[src/rtl/sample_percentile_stats_unit_defines.svh]
// ----------------------------------------------------------------------------
// Assertion macros for the sample percentile statistics unit
// Shared property forms used by the RTL module that carries assertions.
// ----------------------------------------------------------------------------
`ifndef SAMPLE_PERCENTILE_STATS_UNIT_DEFINES_SVH
`define SAMPLE_PERCENTILE_STATS_UNIT_DEFINES_SVH

// Consequent must hold in the same cycle as the antecedent.
`define SPS_ASSERT_NOW(lbl, ante, cons) \
	lbl: assert property (@(posedge clk) disable iff (!arst_n) (ante) |-> (cons)) \
		else $error("same-cycle property failed");

// Consequent must hold in the cycle after the antecedent.
`define SPS_ASSERT_NEXT(lbl, ante, cons) \
	lbl: assert property (@(posedge clk) disable iff (!arst_n) (ante) |=> (cons)) \
		else $error("next-cycle property failed");

`endif

[src/rtl/sps_div.sv]
// ----------------------------------------------------------------------------
// sps_div
// Restoring divider, one quotient bit per cycle, quotient out.
// ----------------------------------------------------------------------------
module sps_div #(
	parameter int DW = 40,
	parameter int VW = 9
) (
	input  logic          clk,
	input  logic          arst_n,
	input  logic          start,
	input  logic [DW-1:0] dividend,
	input  logic [VW-1:0] divisor,
	output logic          done,
	output logic [DW-1:0] quo
);

	localparam int CTW = $clog2(DW);

	logic [CTW-1:0] cnt_q;
	logic           run_q;
	logic           done_q;
	logic [DW-1:0]  quo_q;
	logic [VW-1:0]  rem_q;
	logic [VW-1:0]  dvs_q;
	logic [VW:0]    part;
	logic [VW:0]    trial;

	assign part  = {rem_q, quo_q[DW-1]};
	assign trial = part - {1'b0, dvs_q};

	always_ff @(posedge clk or negedge arst_n) begin
		if (!arst_n) begin
			run_q  <= 1'b0;
			done_q <= 1'b0;
			cnt_q  <= '0;
		end else begin
			done_q <= 1'b0;
			if (start) begin
				run_q <= 1'b1;
				cnt_q <= '0;
			end else if (run_q) begin
				cnt_q <= cnt_q + 1'b1;
				if (cnt_q == CTW'(DW - 1)) begin
					run_q  <= 1'b0;
					done_q <= 1'b1;
				end
			end
		end
	end

	always_ff @(posedge clk) begin
		if (start) begin
			quo_q <= dividend;
			rem_q <= '0;
			dvs_q <= divisor;
		end else if (run_q) begin
			if (!trial[VW]) begin
				rem_q <= trial[VW-1:0];
				quo_q <= {quo_q[DW-2:0], 1'b1};
			end else begin
				rem_q <= part[VW-1:0];
				quo_q <= {quo_q[DW-2:0], 1'b0};
			end
		end
	end

	assign done = done_q;
	assign quo  = quo_q;

endmodule
[config.mk]
export PLATFORM = sky130hd
export DESIGN_NAME = sps_div
export DESIGN_NICKNAME = d
export VERILOG_FILES = /design/src/rtl/sample_percentile_stats_unit_defines.svh /design/src/rtl/sps_div.sv
export SDC_FILE = /design/constraint.sdc
export NUM_CORES = 1
export LEC_CHECK = 0
export ABC_AREA = 1
export BUFFER_PORTS_ARGS = -buffer_cell sky130_fd_sc_hd__buf_4
export CORE_ASPECT_RATIO = 0.6
export CORE_MARGIN = 5
export CORE_UTILIZATION = 39
export CTS_CLUSTER_DIAMETER = 30
export CTS_CLUSTER_SIZE = 24
export DETAILED_ROUTE_END_ITERATION = 7
export GPL_TIMING_DRIVEN = 0
export PLACE_DENSITY = 0.6
export SYNTH_ARGS = -nofsm -noshare
export SYNTH_HDL_FRONTEND = slang
export SYNTH_SLANG_ARGS = --single-unit
[constraint.sdc]
create_clock -name clk -period 4.2 [get_ports clk]
set_clock_uncertainty 0.2 [all_clocks]
set_input_delay 0.42 -clock clk [delete_from_list [all_inputs] [get_ports clk]]
set_output_delay 0.42 -clock clk [all_outputs]
set_load 0.03 [all_outputs]
# ---- Yosys cells after proc, flatten, opt, wreduce, memory -nomap -nowiden
# Cells that the tools add are included.
# W data, S select, Z words.
dict set report op_classes {
  add_sub_neg 2
  eq_ne 1
  muxes 12
  reduce_logical 1
}
# cell n
set ops {}
lappend ops {{$mux W40} 2}
lappend ops {{$mux W6} 2}
lappend ops {{$sub A10 B9 Y10} 1}
lappend ops {{$mux W9} 1}
lappend ops {{$mux W1} 7}
lappend ops {{$add A6 B1 Y6 const B} 1}
lappend ops {{$eq A6 B6 Y1 const B} 1}
lappend ops {{$reduce_bool A2 Y1} 1}
dict set report totals {
  regBits 66
  input_bits 52
  output_inout_bits 41
  word_cells 22
}

# ---- Longest topological paths before layout
dict set report logic_depth {
  depth_word 4
  mapped_depth 13
  mapped_depth_nobuf 13
}

# ---- Worst setup path before layout
# No wires, ideal clock.
dict set report synth_path {
  path_kind {input to register}
  start {input port start}
  end {register quo_q[0], in the netlist quo[0], enable pin}
  setup_ps 394
  arrival_time_ps 1616
  t_required_ps 3606
  path_slack_ps 1990
  cell_stages 4
  path_buffers 2
  path_cell_list {buf_2 > nor2_1 > clkbuf_1 > inv_1}
}
dict set report synth_between {
  elab_chain_len 1
}
# element line
set synth_rtl {}
lappend synth_rtl {{start, declared} sps_div.sv:11} ;# input logic start,
lappend synth_rtl {{$reduce_bool A2 Y1 (no source line)} n/a}
lappend synth_rtl {{end signal, assigned} sps_div.sv:54} ;# quo_q <= dividend;
lappend synth_rtl {{end signal, assigned} sps_div.sv:60} ;# quo_q <= {quo_q[DW-2:0], 1'b1};
lappend synth_rtl {{end signal, assigned} sps_div.sv:63} ;# quo_q <= {quo_q[DW-2:0], 1'b0};
lappend synth_rtl {{end, declared} sps_div.sv:23} ;# logic [DW-1:0] quo_q;
# No other way between the ends.
# A chain may end at the register's enable or synchronous reset.

# ---- Worst setup path in the final report
dict set report layout_path {
  start {register quo_q[39], in the netlist quo[39]}
  end {register rem_q[6]}
}
dict set report layout_between {
  elab_chain_len 2
}
# element line
set layout_rtl {}
lappend layout_rtl {{$sub A10 B9 Y10} sps_div.sv:30} ;# assign trial = part - {1'b0, dvs_q};
lappend layout_rtl {{$mux W9} sps_div.sv:58} ;# if (!trial[VW]) begin
lappend layout_rtl {{end signal, assigned} sps_div.sv:59} ;# rem_q <= trial[VW-1:0];
lappend layout_rtl {{end signal, assigned} sps_div.sv:62} ;# rem_q <= part[VW-1:0];
lappend layout_rtl {{end, declared} sps_div.sv:24} ;# logic [VW-1:0] rem_q;
# No other way between the ends.

==> reports/metrics.csv <==
stage;metric;value;unit
timing;hold_violations;0;
final_layout;area_growth;35.2;%
yosys;synth_area_per_cell;8.85;um2
floorplan;die_w;130;um
clocking;cts_buffers;9;
yosys;yosysSeqAreaShare;55.1;%
power_and_ir_drop;total_power;0.00256;W
drt;dr.pass1.iters;6;
floorplan;num_rows;26;
placement;gp_congestion;0.858;
timing;fin_crit_sh;51.3;%
yosys;synth_cells;380;
global_route;grt_pass1_vias;2643;
clocking;clkTransAtPathRegs;50;ps
worst_hold_path;hp-start;divisor[7];
final_layout;layoutNonFillerInstCount;601;
final_layout;drive_gt1_share;27.6;%
global_route;grt_first_pass_wirelength;13.0;mm
clocking;cts_max_path_buffers;2;
clocking;htreeDepth;3;
timing;grt_setup_unrepaired;no;
clocking;cts_tree;built;
final_layout;finish.instance_area;0.00455;mm2
placement;dp_hpwl;6.36;mm
timing;drv_slew;0;
floorplan;die_area;0.0106;mm2
drt;drc;0;
power_and_ir_drop;p_per_area;563;mW/mm2
floorplan;start_util;39.7;%
worst_setup_path;crit_path_max_fanout;3;
clocking;root_buffer;clkbuf_16;
placement;dp.cells;584;
drt;antenna_left;0;
yosys;async_flop_share;12.1;%
placement;io_buffer_count;92;
drt;wire_per_inst;14.0;um
worst_hold_path;whs_path_depth;1;
yosys;synth.ff_latch_count;66;
clocking;post_cts_buffers;0;
yosys;yosysWarnings;0;
global_route;antenna_found_initial;0;
status;status;completed;
yosys;synthFlopType;edfxtp_1;
yosys;netlist-cell-type-count;32;
drt;vias_per_cell;4.60;
floorplan;core-area;0.00846;mm2
timing;maxSlewHeadroom;42.6;%
final_layout;fin_nets;547;
floorplan;die_h;81.9;um
worst_setup_path;required;4230;ps
global_route;grt.total_usage;16.2;%
power_and_ir_drop;power.leakage;2.32;nW
timing;worst-slew-pin-transition;860;ps
flow_run;drv_cap;0;
worst_setup_path;r2r-end;rem_q[6];
final_layout;n_antenna_cell;0;
global_route;grt_start_max_net_pins;41;
worst_setup_path;r2r_slack;2050;ps
yosys;mappedNetlistArea;0.00336;mm2
placement;place_area;0.00419;mm2
worst_setup_path;crit_type;register to register;
drt;vias;2765;
timing;finalSetupTns;0;ps
timing;finalCriticalPeriod;2150;ps
yosys;synth_nets;443;
worst_setup_path;cp.arrival;2180;ps
yosys;synth_edf_count;49;
global_route;grt-ovfl-total;0;
floorplan;io_pins;93;
worst_hold_path;hp-class;input pin to register;
power_and_ir_drop;irDropWorstVdd;232;uV
drt;drt-total-wl;8.41;mm
worst_setup_path;endpoint_kind;register;
clocking;clkLatencyLatePin;330;ps
clocking;clock_sinks;66;
timing;setup_viol;0;
worst_hold_path;holdPathEnd;dvs_q[7];
clocking;cts_resized;0;
drt;dr.first_iter.drc_count;254;
worst_setup_path;cp-startpoint;quo[39];
worst_setup_path;crit_path_start_kind;register;
timing;max_freq;464;MHz
worst_setup_path;rr_startpoint;quo[39];
worst_setup_path;r2r_cells;12;
[stage by stage]
step / worst slack (ps) / hold WS [ps] / utilization [%]
3_5_place_dp: 1700 / 45.9 / 49.6
5_1_grt: 1870 / 47.4 / 53.8
4_1_cts: 2050 / 50.7 / 53.8
3_3_place_gp: 1190 / 46.2 / 49.6
2_1_floorplan: 1990 / -75.6 / -
6_report: 2050 / 63.7 / 53.8
[state kept, by name (all words and copies together), names as in the netlist]
| register | count |
|---|---|
| quo | 40 |
| run_q | 1 |
| cnt_q | 6 |
| done | 1 |
| dvs_q | 9 |
| rem_q | 9 |
[synthesized netlist by cell type, types with 3 or more instances]
cell,number,area share [%]
a21oi_1,6,0.89
buf_1,3,0.33
clkbuf_1,6,0.67
dfrtp_1,8,6.0
dfxtp_1,9,5.4
edfxtp_1,49,44
ha_1,10,3.7
inv_1,34,3.8
nand2_1,182,20
nand2_2,7,1.3
nand3_1,15,2.2
nand3_2,10,3.0
nand3b_1,4,0.89
nor2_1,13,1.5
o21ai_0,3,0.45
[routing by layer]
metal / vias to the layer above / share of wire, % / global-route usage [%]
met5: - / 0 / 0
met4: 0 / 1.0 / 4.36
met3: 7 / 6.4 / 6.69
met2: 70 / 41 / 22.1
met1: 1264 / 51 / 23.5
li1: 1424 / - / -
[repair_timing]
| item | in CTS | in global routing |
|---|---|---|
| hold buffers | 1 | 0 |
| endpoints found under the hold margin | 8 | 0 |
| endpoints found under the setup margin | 0 | 0 |
[worst max-delay path, stage by stage, from the launching register on]
cell	delay (ps)
edfxtp_1	350
inv_1	70
ha_1	220
fa_1	410
nand3b_1	170
nand2_1	170
nand3_1	110
nand2_1	70
nand2_1	40
nand2_1	50
nand2_1	60
nand3_1	70
nand2_1	50
[cell families (layout without fill, tap and decap cells)]
family	Yosys count	after routing	share of synthesized area [%]
flip-flops	66	66	55.1
adder cells (fa/ha/maj)	11	11	4.32
AO/OA/AOI/OAI	12	12	2.27
buffers and inverters	48	157	5.88
AND/OR/NAND/NOR	240	240	31.7
XOR/XNOR	3	3	0.782
[placed cells by master, fill, tap and decap left out, drive strengths merged]
cell	netlist	routed
a21oi	7	7
dfrtp	8	8
clkbuf	6	17
nand4	2	2
nor2	16	16
nor4	1	1
nand3	25	25
inv	35	35
edfxtp	49	49
o21ai	3	3
clkinv	0	1
fa	1	1
xor2	1	1
xnor2	2	2
nor3	2	2
clkinvlp	0	1
bufinv	0	3
dlygate4sd3	0	1
nand3b	5	5
a22o	1	1
ha	10	10
dfxtp	9	9
buf	7	99
nand2	189	189
a31oi	1	1
[worst max path at each step]
stage / to / slack [ps] / depth (start not counted)
after floorplan: quo[0] / 1990 / 4
after global placement: quo[22] / 1190 / 5
after detailed placement: quo[22] / 1700 / 5
after CTS: rem_q[6] / 2050 / 12
after global routing: rem_q[6] / 1870 / 12
final: rem_q[6] / 2050 / 12
[where the power goes]
group          switching, W  internal [W]  leakage (nW)
sequential        0.0000624      0.000797         0.706
clock              0.000274      0.000594         0.163
combinational      0.000503      0.000327          1.45
[final cells by class]
| type | instances | area, um2 |
|---|---|---|
| Timing Repair Buffer | 93 | 701 |
| Clock inverter | 5 | 101 |
| Buffer | 13 | 66.3 |
| Fill cell | 779 | 3910 |
| Tap cell | 112 | 140 |
| Multi-Input combinational cell | 266 | 1310 |
| Inverter | 35 | 131 |
| Sequential cell | 66 | 1850 |
| Clock buffer | 11 | 243 |
Power figures use the tool's default switching activity.
