## src/rtl/sample_percentile_stats_unit_defines.svh

```systemverilog
// ----------------------------------------------------------------------------
// Assertion macros for the sample percentile statistics unit
// Shared property forms used by the RTL module that carries assertions.
// ----------------------------------------------------------------------------
`ifndef SAMPLE_PERCENTILE_STATS_UNIT_DEFINES_SVH
`define SAMPLE_PERCENTILE_STATS_UNIT_DEFINES_SVH

// Consequent must hold in the same cycle as the antecedent.
`define SPS_ASSERT_NOW(lbl, ante, cons) \
	lbl: assert property (@(posedge clk) disable iff (!arst_n) (ante) |-> (cons)) \
		else $error("same-cycle property failed");

// Consequent must hold in the cycle after the antecedent.
`define SPS_ASSERT_NEXT(lbl, ante, cons) \
	lbl: assert property (@(posedge clk) disable iff (!arst_n) (ante) |=> (cons)) \
		else $error("next-cycle property failed");

`endif

```

## src/rtl/sps_pkg.sv

```systemverilog
// ----------------------------------------------------------------------------
// sps_pkg
// Types, constants and codes shared by the sample percentile statistics unit.
// ----------------------------------------------------------------------------
package sps_pkg;

	localparam int DEPTH_DEF = 256;
	localparam int WORD_W    = 32;
	localparam int PCT_W     = 7;
	localparam int CNT_OUT_W = 9;
	localparam int PROD_W    = WORD_W + PCT_W;
	localparam int CFG_IDX_W = 1;

	localparam logic [PCT_W-1:0] PCT_FULL         = 7'd100;
	localparam logic [PCT_W-1:0] PCT_RESET_FIRST  = 7'd95;
	localparam logic [PCT_W-1:0] PCT_RESET_SECOND = 7'd99;

	localparam logic [CFG_IDX_W-1:0] CFG_FIRST  = 1'b0;
	localparam logic [CFG_IDX_W-1:0] CFG_SECOND = 1'b1;

	localparam logic ACT_ADD    = 1'b0;
	localparam logic ACT_FINISH = 1'b1;

	typedef struct packed {
		logic              action;
		logic [WORD_W-1:0] sample_value;
	} item_t;

	typedef struct packed {
		logic [WORD_W-1:0]    mean_value;
		logic [WORD_W-1:0]    first_pct_value;
		logic [WORD_W-1:0]    second_pct_value;
		logic [CNT_OUT_W-1:0] sample_count;
		logic                 set_valid;
		logic                 overflowed;
	} result_t;

	typedef struct packed {
		logic insert;
		logic shift;
	} cell_ctl_t;

	typedef enum logic [2:0] {
		ST_IDLE,
		ST_MEAN,
		ST_LO1,
		ST_LO2,
		ST_SCAN,
		ST_INT1,
		ST_INT2,
		ST_DONE
	} state_t;

endpackage

```

## src/rtl/sps_cell.sv

```systemverilog
// ----------------------------------------------------------------------------
// sps_cell
// One slot of the sorted sample chain: takes part in ordered insertion and
// shifts toward the head of the chain while the set is read out.
// ----------------------------------------------------------------------------
module sps_cell #(
	parameter int CNT_W = 9,
	parameter int IDX   = 0
) (
	input  logic                          clk,
	input  sps_pkg::cell_ctl_t            ctl,
	input  logic [CNT_W-1:0]              cnt,
	input  logic [sps_pkg::WORD_W-1:0]    new_val,
	input  logic [sps_pkg::WORD_W-1:0]    prev_val,
	input  logic                          prev_gt,
	input  logic [sps_pkg::WORD_W-1:0]    next_val,
	output logic [sps_pkg::WORD_W-1:0]    val,
	output logic                          gt
);

	logic [sps_pkg::WORD_W-1:0] val_q;

	assign gt  = (CNT_W'(IDX) >= cnt) || (new_val < val_q);
	assign val = val_q;

	always_ff @(posedge clk) begin
		if (ctl.shift) begin
			val_q <= next_val;
		end else if (ctl.insert) begin
			if (prev_gt) begin
				val_q <= prev_val;
			end else if (gt) begin
				val_q <= new_val;
			end
		end
	end

endmodule

```

## config.mk

```make
export PLATFORM = sky130hd
export DESIGN_NAME = sps_cell
export DESIGN_NICKNAME = d
export VERILOG_FILES = /design/src/rtl/sample_percentile_stats_unit_defines.svh /design/src/rtl/sps_pkg.sv /design/src/rtl/sps_cell.sv
export SDC_FILE = /design/constraint.sdc
export NUM_CORES = 1
export LEC_CHECK = 0
export BUFFER_PORTS_ARGS = -buffer_cell sky130_fd_sc_hd__buf_2
export CAP_MARGIN = 20
export CORE_MARGIN = 2
export CORE_UTILIZATION = 45
export DETAILED_ROUTE_END_ITERATION = 8
export GPL_ROUTABILITY_DRIVEN = 0
export GPL_TIMING_DRIVEN = 1
export PLACE_DENSITY = 0.91
export SLEW_MARGIN = 20
export SYNTH_ARGS = -nofsm -noshare
export SYNTH_HDL_FRONTEND = slang
export SYNTH_SLANG_ARGS = --single-unit
```

## constraint.sdc

```tcl
create_clock -name clk -period 6.9 [get_ports clk]
set_input_delay 1.38 -clock clk [delete_from_list [all_inputs] [get_ports clk]]
set_output_delay 1.38 -clock clk [all_outputs]
set_load 0.01 [all_outputs]
```

; Yosys cells after proc, flatten, opt, wreduce, memory -nomap -nowiden
; Index checks and enable logic that the tools add are counted.
; Widths: inputs -> output; s select.
[op_classes]
n_reduce_logical = 4
n_mux = 4
order_cmp = 2
[op_table]
columns = operator, n
row1 = $mux 32, 4
row2 = $lt 32x32->1, 1
row3 = $ge 1x9->1 const A, 1
row4 = $reduce_bool 3->1, 1
row5 = $reduce_and 2->1, 1
row6 = $reduce_bool 2->1, 1
row7 = $logic_or 1x1->1, 1
[word_totals]
register_bits = 32
input_bits = 109
out_inout_bits = 33
word_cells = 11

; Longest topological paths before layout
; Gate-level depths: netlist of run 1.
[depth]
depth_word = 6
mapped_depth = 8
depth_no_buf = 8

; Worst setup path after synthesis of run 1
; No wires, ideal clock.
[synth_timing]
kind = in2reg
startpoint = in new_val[30] in the netlist's numbering
endpoint = reg val_q (netlist bit val[0]) (enable)
arrival_time_ns = 4.196
cell_stages = 7
required_ns = 6.468
slack_ns = 2.272
path_buffers = 0
path_cell_list = ha_1 -> a21oi_1 -> nand2_1 -> a221o_1 -> a211o_1 -> o2bb2ai_1 -> a21oi_1
[synth_via]
elab_chain_cells = 4
[synth_lines]
columns = item, line
row1 = start: declaration, sps_cell.sv:13  ; input logic [sps_pkg::WORD_W-1:0] new_val,
row2 = $lt 32x32->1, sps_cell.sv:23  ; assign gt = (CNT_W'(IDX) >= cnt) || (new_val < val_q);
row3 = $logic_or 1x1->1, sps_cell.sv:23
row4 = $reduce_bool 3->1 (no line), -
row5 = $reduce_and 2->1 (no line), -
row6 = end signal: assignment, sps_cell.sv:28  ; val_q <= next_val;
row7 = end signal: assignment, sps_cell.sv:31  ; val_q <= prev_val;
row8 = end signal: assignment, sps_cell.sv:33  ; val_q <= new_val;
row9 = end: declaration, sps_cell.sv:21  ; logic [sps_pkg::WORD_W-1:0] val_q;
; Every way passes these cells.
; A chain may end at the register's enable or synchronous reset.

; Worst setup path after layout of run 1
[layout_timing]
startpoint = in new_val[2] in the netlist's numbering
endpoint = out gt
[layout_via]
elab_chain_cells = 2
[layout_lines]
columns = item, line
row1 = $lt 32x32->1, sps_cell.sv:23
row2 = $logic_or 1x1->1, sps_cell.sv:23
row3 = end: declaration, sps_cell.sv:18  ; output logic gt
; Every way passes these cells.

==> impl_metrics.xml, run 1 <==
<?xml version="1.0" encoding="UTF-8"?>
<metrics>
  <group name="clock_network">
    <metric name="tritoncts" unit="">done</metric>
    <metric name="cts.reportedPaths.clkPinSlew" unit="ps">70</metric>
    <metric name="cts_htree_levels" unit="">2</metric>
    <metric name="cts_buffers" unit="">5</metric>
    <metric name="cts.repair_timing.setup_buffer_count" unit="">0</metric>
    <metric name="tritoncts_num_sinks" unit="">32</metric>
    <metric name="number_of_cells_upsized_or_downsized_after_cts" unit="">0</metric>
    <metric name="clk-insertion-delay-late" unit="ps">280</metric>
    <metric name="clockBufferDepth" unit="">2</metric>
    <metric name="cts_root_buffer" unit="">sky130_fd_sc_hd__clkbuf_8</metric>
    <metric name="ctsHoldBuffers" unit="">0</metric>
  </group>
  <group name="critical_path">
    <metric name="crit_path_top_delay_cell" unit="">sky130_fd_sc_hd__o31a_1</metric>
    <metric name="timing.critical_path.max_delay_family" unit="">compound AO/OA/AOI/OAI gates</metric>
    <metric name="criticalPathCategory" unit="">primary input to output port</metric>
    <metric name="max_fanout_on_critical_path" unit="">2</metric>
    <metric name="timing.critical_path.from_type" unit="">primary input</metric>
    <metric name="timing.critical_path.cells" unit="">buf_2, ha_1, a211o_1, a31oi_1, o311a_1, nor3_1, o31a_1, o21ai_1, buf_2</metric>
    <metric name="crit_required" unit="ps">5520</metric>
    <metric name="crit_path_max_incr_delay" unit="ps">340</metric>
    <metric name="cp_common_cell" unit="">sky130_fd_sc_hd__buf_2</metric>
    <metric name="cp_num_buf_inv" unit="">2</metric>
    <metric name="worst_setup_path_startpoint" unit="">new_val[2]</metric>
    <metric name="crit_arrival" unit="ps">3110</metric>
    <metric name="rr_startpoint" unit="">val[2]</metric>
    <metric name="cp-end-kind" unit="">output port</metric>
  </group>
  <group name="final_layout">
    <metric name="largest_reg_flops" unit="">32</metric>
    <metric name="layout.cells.most_common_list" unit="">sky130_fd_sc_hd__buf_2 (141), sky130_fd_sc_hd__nand2_1 (36), sky130_fd_sc_hd__o21ai_1 (34)</metric>
    <metric name="final_layout_size_suffix_gt1_share" unit="%">37.9</metric>
    <metric name="finalNetCount" unit="">532</metric>
    <metric name="area.growth.synth_to_final" unit="%">34.9</metric>
    <metric name="mostFrequentLayoutCell" unit="">sky130_fd_sc_hd__buf_2</metric>
    <metric name="final_area" unit="mm²">0.00327</metric>
    <metric name="insertedDiodeCount" unit="">0</metric>
  </group>
  <group name="floorplan">
    <metric name="initial_utilization" unit="%">47.1</metric>
    <metric name="num_io_pins" unit="">142</metric>
    <metric name="floorplan.die.width" unit="µm">77.4</metric>
    <metric name="die_area" unit="mm²">0.00598</metric>
    <metric name="floorplan.core_area" unit="mm²">0.00514</metric>
    <metric name="dieHeight" unit="µm">77.4</metric>
    <metric name="row_count" unit="">26</metric>
  </group>
  <group name="synthesis">
    <metric name="postSynthRegisterBits" unit="">32</metric>
    <metric name="synth.yosys.warnings" unit="">0</metric>
    <metric name="synth.yosys.seq_area_share" unit="%">39.7</metric>
    <metric name="synth_cell_types" unit="">26</metric>
    <metric name="synth_area" unit="mm²">0.00242</metric>
    <metric name="synth_top_area_share" unit="%">39.7</metric>
    <metric name="yosys.area.top_type" unit="">sky130_fd_sc_hd__edfxtp_1</metric>
    <metric name="synth_area_per_cell" unit="µm²">9.53</metric>
    <metric name="syn-num-nets" unit="">394</metric>
    <metric name="synthTopCellsByArea" unit="">sky130_fd_sc_hd__edfxtp_1 (40%), sky130_fd_sc_hd__ha_1 (16%), sky130_fd_sc_hd__mux2i_1 (13%)</metric>
    <metric name="post_synth_inst_count" unit="">254</metric>
  </group>
  <group name="global_route">
    <metric name="most_utilized_layer_in_the_global_route_result" unit="">met2</metric>
    <metric name="grt.overflow.total" unit="">0</metric>
    <metric name="antenna_violations_before_repair" unit="">0</metric>
    <metric name="grt_usage" unit="%">21.6</metric>
    <metric name="grt_max_degree" unit="">65</metric>
    <metric name="globalRouteMet2Util" unit="%">40.3</metric>
    <metric name="grt_use_met1" unit="%">25.0</metric>
    <metric name="grt_pass1_vias" unit="">2395</metric>
    <metric name="wire_length_of_the_first_global_routing_pass" unit="µm">10400</metric>
    <metric name="grt_util_met3" unit="%">5.00</metric>
  </group>
  <group name="timing">
    <metric name="fin_setup_tns" unit="ps">0</metric>
    <metric name="final.min_clock_period" unit="ps">4490</metric>
    <metric name="slew_violations" unit="">0</metric>
    <metric name="timing.clock.skew" unit="ps">10.5</metric>
    <metric name="layout_worst_path_cycle_share" unit="%">65.1</metric>
    <metric name="unrepaired_setup_endpoints_after_global_routing" unit="">false</metric>
    <metric name="slew-limit-headroom" unit="%">30.9</metric>
    <metric name="clock.fmax" unit="GHz">0.223</metric>
    <metric name="final-hold-violation-count" unit="">0</metric>
    <metric name="setup_viol_count_final" unit="">0</metric>
    <metric name="layout_setup_ws" unit="ps">2410</metric>
    <metric name="worst_pin_slew" unit="ps">1030</metric>
  </group>
  <group name="run">
    <metric name="drv.max_cap_violation_count" unit="">0</metric>
  </group>
  <group name="route">
    <metric name="drtIter0Drc" unit="">100</metric>
    <metric name="drcViolationCount" unit="">0</metric>
    <metric name="drt_first_pass_iters" unit="">4</metric>
    <metric name="wl" unit="µm">6360</metric>
    <metric name="wl_per_cell" unit="µm">13.7</metric>
    <metric name="routed-via-count" unit="">2356</metric>
    <metric name="post_route_ant_nets" unit="">0</metric>
    <metric name="vias_per_cell" unit="">5.09</metric>
  </group>
  <group name="power_and_ir_drop">
    <metric name="power.density_cell_area" unit="mW/mm²">175</metric>
    <metric name="static-leakage-power" unit="nW">1.73</metric>
    <metric name="vdd.ir_drop.worst" unit="mV">0.0926</metric>
    <metric name="totalPowerFinal" unit="mW">0.572</metric>
  </group>
  <group name="place">
    <metric name="post-dp-hpwl" unit="µm">5130</metric>
    <metric name="port_buffers" unit="">141</metric>
    <metric name="pre_cts_ws" unit="ps">2410</metric>
    <metric name="place_area" unit="mm²">0.00319</metric>
  </group>
  <group name="min_path">
    <metric name="worst_hold_startpoint" unit="">val[14]</metric>
    <metric name="min_path_type" unit="">flop to flop</metric>
  </group>
  <group name="outcome">
    <metric name="outcome" unit="">finished clean</metric>
  </group>
</metrics>
==> Yosys cell counts <==
master                       n
sky130_fd_sc_hd__nand2_1    36
sky130_fd_sc_hd__o21ai_1    34
sky130_fd_sc_hd__edfxtp_1   32
sky130_fd_sc_hd__mux2i_1    32
sky130_fd_sc_hd__ha_1       31
sky130_fd_sc_hd__inv_1      31
sky130_fd_sc_hd__a21oi_1    13
sky130_fd_sc_hd__nand4_1     7
sky130_fd_sc_hd__nand3_1     5
sky130_fd_sc_hd__buf_2       4
sky130_fd_sc_hd__clkbuf_1    4
sky130_fd_sc_hd__a21o_1      3
sky130_fd_sc_hd__buf_1       3
sky130_fd_sc_hd__nor2_1      3
sky130_fd_sc_hd__nor3_1      3
sky130_fd_sc_hd__a211o_1     2
sky130_fd_sc_hd__nor4_1      2
sky130_fd_sc_hd__a221o_1     1
sky130_fd_sc_hd__a31oi_1     1
sky130_fd_sc_hd__nand2b_1    1
sky130_fd_sc_hd__nor3b_1     1
sky130_fd_sc_hd__o21ai_0     1
sky130_fd_sc_hd__o21ai_2     1
sky130_fd_sc_hd__o2bb2ai_1   1
sky130_fd_sc_hd__o311a_1     1
sky130_fd_sc_hd__o31a_1      1
==> final timing paths <==
path                                end  slack [ps]  cells past startpoint
worst max-delay path                 gt        2410                      9
worst min-delay path            val[26]        1360                      6
worst max register to register  val[30]        3970                      8
worst min register to register  val[26]        1360                      6
==> area by class of cell <==
type,count,area [µm²]
multi-input combinational,180,1310
timing repair buffer,142,713
clock buffer,7,76.3
fill,450,1870
sequential,32,961
clock inverter,1,3.75
tap,70,87.6
inverter,31,116
==> metrics by stage <==
step / hold WS [ps] / util, % / cells
3_5_place_dp: 1370 / 62.0 / 455
6_report: 1360 / 63.6 / 463
2_1_floorplan: 1570 / - / 254
4_1_cts: 1380 / 63.6 / 463
3_3_place_gp: 1330 / 62.0 / 455
5_1_grt: 1380 / 63.6 / 463
==> metal layers <==
layer | part of all wire [%] | routed length, µm
met1 | 41 | 2610
met2 | 52 | 3320
met3 | 5.8 | 369
met4 | 0.88 | 56
met5 | 0 | 0
==> power by group <==
group          total, mW  internal, mW  switching, mW
Combinational      0.184        0.0843         0.0994
Clock              0.134        0.0701         0.0644
Sequential         0.254         0.243         0.0107
==> cells by family (layout without fill, tap and decap cells) <==
| family | after synthesis | after routing | synth area share [%] |
|---|---|---|---|
| AO/OA/AOI/OAI | 59 | 59 | 13.7 |
| adder cells (fa/ha/maj) | 31 | 31 | 16.0 |
| buffers and inverters | 42 | 181 | 6.72 |
| flip-flops | 32 | 32 | 39.7 |
| multiplexers | 32 | 32 | 13.2 |
| AND/OR/NAND/NOR | 58 | 58 | 10.6 |
==> worst min-delay path, cell delays in order (launching register included) <==
cell and delay (ps):
sky130_fd_sc_hd__edfxtp_1 380, sky130_fd_sc_hd__inv_1 60, sky130_fd_sc_hd__ha_1 130, sky130_fd_sc_hd__a21oi_1 70, sky130_fd_sc_hd__o21ai_2 50, sky130_fd_sc_hd__o31a_1 180
sky130_fd_sc_hd__a21oi_4 260
Power figures use the tool's default switching activity.
==> inputs of run 2 (changes only) <==
--- a/config.mk
+++ b/config.mk
@@ -8,11 +8,11 @@
 export BUFFER_PORTS_ARGS = -buffer_cell sky130_fd_sc_hd__buf_2
 export CAP_MARGIN = 20
 export CORE_MARGIN = 2
-export CORE_UTILIZATION = 45
+export CORE_UTILIZATION = 40
 export DETAILED_ROUTE_END_ITERATION = 8
 export GPL_ROUTABILITY_DRIVEN = 0
 export GPL_TIMING_DRIVEN = 1
-export PLACE_DENSITY = 0.91
+export PLACE_DENSITY = 0.86
 export SLEW_MARGIN = 20
 export SYNTH_ARGS = -nofsm -noshare
 export SYNTH_HDL_FRONTEND = slang
==> constraint.sdc (replaced) <==
create_clock -name clk -period 3.7 [get_ports clk]
set_input_delay 0.74 -clock clk [delete_from_list [all_inputs] [get_ports clk]]
set_output_delay 0.74 -clock clk [all_outputs]
set_load 0.01 [all_outputs]
==> run 2 against run 1 <==
Compared with the run above:
- worst hold slack lost 610 ps
- total power up 87%
- non-clock buffer count grew 3
- critical path depth unchanged
- sequential share of layout area shrank 0.26 points
- utilization fell by 7.6 points
- clock skew about the same
- global-route usage shrank 2.3 points
- sequential power up 86%
- cell count grew 1.7%
- clock power is 89% higher
- register-to-register slack lost 2700 ps
==> impl_metrics.xml, run 2 (synthesis gave the netlist of run 1 again) <==
<?xml version="1.0" encoding="UTF-8"?>
<metrics>
  <group name="outcome">
    <metric name="outcome" unit="">finished clean</metric>
  </group>
  <group name="critical_path">
    <metric name="timing.critical_path.cells" unit="">buf_2, ha_1, a211o_1, a31oi_1, o311a_1, nor3_1, o31a_1, o21ai_1, buf_2</metric>
    <metric name="crit_path_top_delay_cell" unit="">sky130_fd_sc_hd__o31a_1</metric>
    <metric name="setup.reg_to_reg.worst_slack" unit="ps">1230</metric>
    <metric name="timing.reg2reg.worst_path_depth" unit="">9</metric>
    <metric name="crit_required" unit="ps">2960</metric>
    <metric name="cp_num_buf_inv" unit="">2</metric>
    <metric name="worst_setup_path_startpoint" unit="">new_val[2]</metric>
    <metric name="timing.critical_path.from_type" unit="">primary input</metric>
    <metric name="r2r-end" unit="">val[14]</metric>
    <metric name="timing.critical_path.max_delay_family" unit="">compound AO/OA/AOI/OAI gates</metric>
    <metric name="critical_path_depth" unit="">9</metric>
    <metric name="max_fanout_on_critical_path" unit="">2</metric>
    <metric name="criticalPathCategory" unit="">primary input to output port</metric>
    <metric name="cp-end-kind" unit="">output port</metric>
    <metric name="crit_path_max_incr_delay" unit="ps">340</metric>
    <metric name="rr_startpoint" unit="">val[23]</metric>
    <metric name="cp_common_cell" unit="">sky130_fd_sc_hd__buf_2</metric>
    <metric name="crit_arrival" unit="ps">2430</metric>
  </group>
  <group name="power_and_ir_drop">
    <metric name="static-leakage-power" unit="nW">1.74</metric>
    <metric name="vdd.ir_drop.worst" unit="mV">0.183</metric>
    <metric name="power.density_cell_area" unit="mW/mm²">325</metric>
  </group>
  <group name="global_route">
    <metric name="antenna_violations_before_repair" unit="">0</metric>
    <metric name="grt_max_degree" unit="">65</metric>
    <metric name="wire_length_of_the_first_global_routing_pass" unit="µm">9850</metric>
    <metric name="grt_usage" unit="%">19.3</metric>
    <metric name="grt.overflow.total" unit="">0</metric>
    <metric name="grt_pass1_vias" unit="">2318</metric>
  </group>
  <group name="final_layout">
    <metric name="multi_input_comb_area" unit="mm²">0.00131</metric>
    <metric name="layout.cells.most_common_list" unit="">sky130_fd_sc_hd__buf_2 (141), sky130_fd_sc_hd__nand2_1 (36), sky130_fd_sc_hd__o21ai_1 (34)</metric>
    <metric name="mostFrequentLayoutCell" unit="">sky130_fd_sc_hd__buf_2</metric>
    <metric name="final_area" unit="mm²">0.00330</metric>
    <metric name="fillCellCount" unit="">548</metric>
    <metric name="insertedDiodeCount" unit="">0</metric>
    <metric name="finalNetCount" unit="">535</metric>
    <metric name="final_layout_size_suffix_gt1_share" unit="%">38.4</metric>
    <metric name="final_cell_count_no_fill" unit="">471</metric>
    <metric name="final_core_utilization" unit="%">56.0</metric>
    <metric name="area.growth.synth_to_final" unit="%">36.1</metric>
    <metric name="layout.area.seq" unit="µm²">961</metric>
    <metric name="largest_reg_flops" unit="">32</metric>
  </group>
  <group name="floorplan">
    <metric name="initial_utilization" unit="%">41.1</metric>
    <metric name="floorplan.die.width" unit="µm">81.8</metric>
    <metric name="row_count" unit="">28</metric>
    <metric name="die_area" unit="mm²">0.00669</metric>
    <metric name="num_io_pins" unit="">142</metric>
    <metric name="dieHeight" unit="µm">81.8</metric>
    <metric name="floorplan.core_area" unit="mm²">0.00589</metric>
  </group>
  <group name="timing">
    <metric name="unrepaired_setup_endpoints_after_global_routing" unit="">false</metric>
    <metric name="slew_violations" unit="">0</metric>
    <metric name="timing.clock.skew" unit="ps">10.6</metric>
    <metric name="fin_setup_tns" unit="ps">0</metric>
    <metric name="final.min_clock_period" unit="ps">3170</metric>
    <metric name="clock.fmax" unit="GHz">0.315</metric>
    <metric name="worst_pin_slew" unit="ps">598</metric>
    <metric name="slew-limit-headroom" unit="%">60.1</metric>
    <metric name="layout_worst_path_cycle_share" unit="%">85.8</metric>
    <metric name="final-hold-violation-count" unit="">0</metric>
    <metric name="layout_setup_ws" unit="ps">525</metric>
    <metric name="setup_viol_count_final" unit="">0</metric>
  </group>
  <group name="clock_network">
    <metric name="clockBufferDepth" unit="">2</metric>
    <metric name="tritoncts_num_sinks" unit="">32</metric>
    <metric name="cts_htree_levels" unit="">2</metric>
    <metric name="cts_buffers" unit="">5</metric>
    <metric name="clk-insertion-delay-late" unit="ps">280</metric>
    <metric name="cts.reportedPaths.clkPinSlew" unit="ps">70</metric>
    <metric name="cts.repair_timing.setup_buffer_count" unit="">0</metric>
    <metric name="tritoncts" unit="">done</metric>
    <metric name="number_of_cells_upsized_or_downsized_after_cts" unit="">0</metric>
    <metric name="cts_root_buffer" unit="">sky130_fd_sc_hd__clkbuf_8</metric>
    <metric name="ctsHoldBuffers" unit="">0</metric>
  </group>
  <group name="route">
    <metric name="drtIter0Drc" unit="">51</metric>
    <metric name="routed-via-count" unit="">2330</metric>
    <metric name="post_route_ant_nets" unit="">0</metric>
    <metric name="wl_per_cell" unit="µm">13.8</metric>
    <metric name="drt_first_pass_iters" unit="">4</metric>
    <metric name="vias_per_cell" unit="">4.95</metric>
    <metric name="drcViolationCount" unit="">0</metric>
    <metric name="wl" unit="µm">6520</metric>
  </group>
  <group name="place">
    <metric name="place_area" unit="mm²">0.00322</metric>
    <metric name="post-dp-hpwl" unit="µm">5280</metric>
    <metric name="pre_cts_ws" unit="ps">492</metric>
    <metric name="port_buffers" unit="">141</metric>
    <metric name="post-place-cells" unit="">463</metric>
  </group>
  <group name="min_path">
    <metric name="holdPathStages" unit="">3</metric>
    <metric name="min_path_type" unit="">primary input to flop</metric>
    <metric name="worst_hold_startpoint" unit="">next_val[20]</metric>
    <metric name="holdPathEnd" unit="">val[20]</metric>
  </group>
  <group name="run">
    <metric name="drv.max_cap_violation_count" unit="">0</metric>
  </group>
</metrics>
==> run 2: layer usage <==
metal / GRT usage (%) / wire length, µm
met1: 20.9 / 2620
met2: 36.7 / 3410
met3: 5.38 / 397
met4: 4.67 / 83
met5: 0 / 0
==> run 2: cell type report <==
class,count,share of cell area [%]
multi-input combinational,180,39.7
tap,75,2.85
clock buffer,7,2.32
inverter,31,3.53
timing repair buffer,145,22.3
clock inverter,1,0.114
sequential,32,29.2
==> run 2: power breakdown <==
part / switching, mW / internal, mW
combinational: 0.186 / 0.160
clock: 0.122 / 0.131
sequential: 0.0189 / 0.453
total: 0.327 / 0.744
==> run 2: worst max path at each step <==
stage,end
2_1_floorplan,val[0]
3_3_place_gp,gt
3_5_place_dp,gt
4_1_cts,gt
5_1_grt,gt
6_report,gt
==> run 2: worst reg2reg max path, cell delays in order (launching register included) <==
cell and delay [ps]:
sky130_fd_sc_hd__edfxtp_1 380, sky130_fd_sc_hd__inv_1 60, sky130_fd_sc_hd__ha_1 250, sky130_fd_sc_hd__a21oi_1 170, sky130_fd_sc_hd__o21ai_1 90, sky130_fd_sc_hd__a221o_1 320, sky130_fd_sc_hd__a211o_1 300, sky130_fd_sc_hd__o2bb2ai_1 170
sky130_fd_sc_hd__a21oi_4 130, sky130_fd_sc_hd__buf_4 280
==> run 2: through the flow <==
step | hold slack [ps] | total power, mW
after global placement | 1020 | 0.810
after detailed placement | 1030 | 0.828
after CTS | 737 | 1.08
after floorplan | 934 | 0.672
final | 744 | 1.07
after global routing | 750 | 1.14
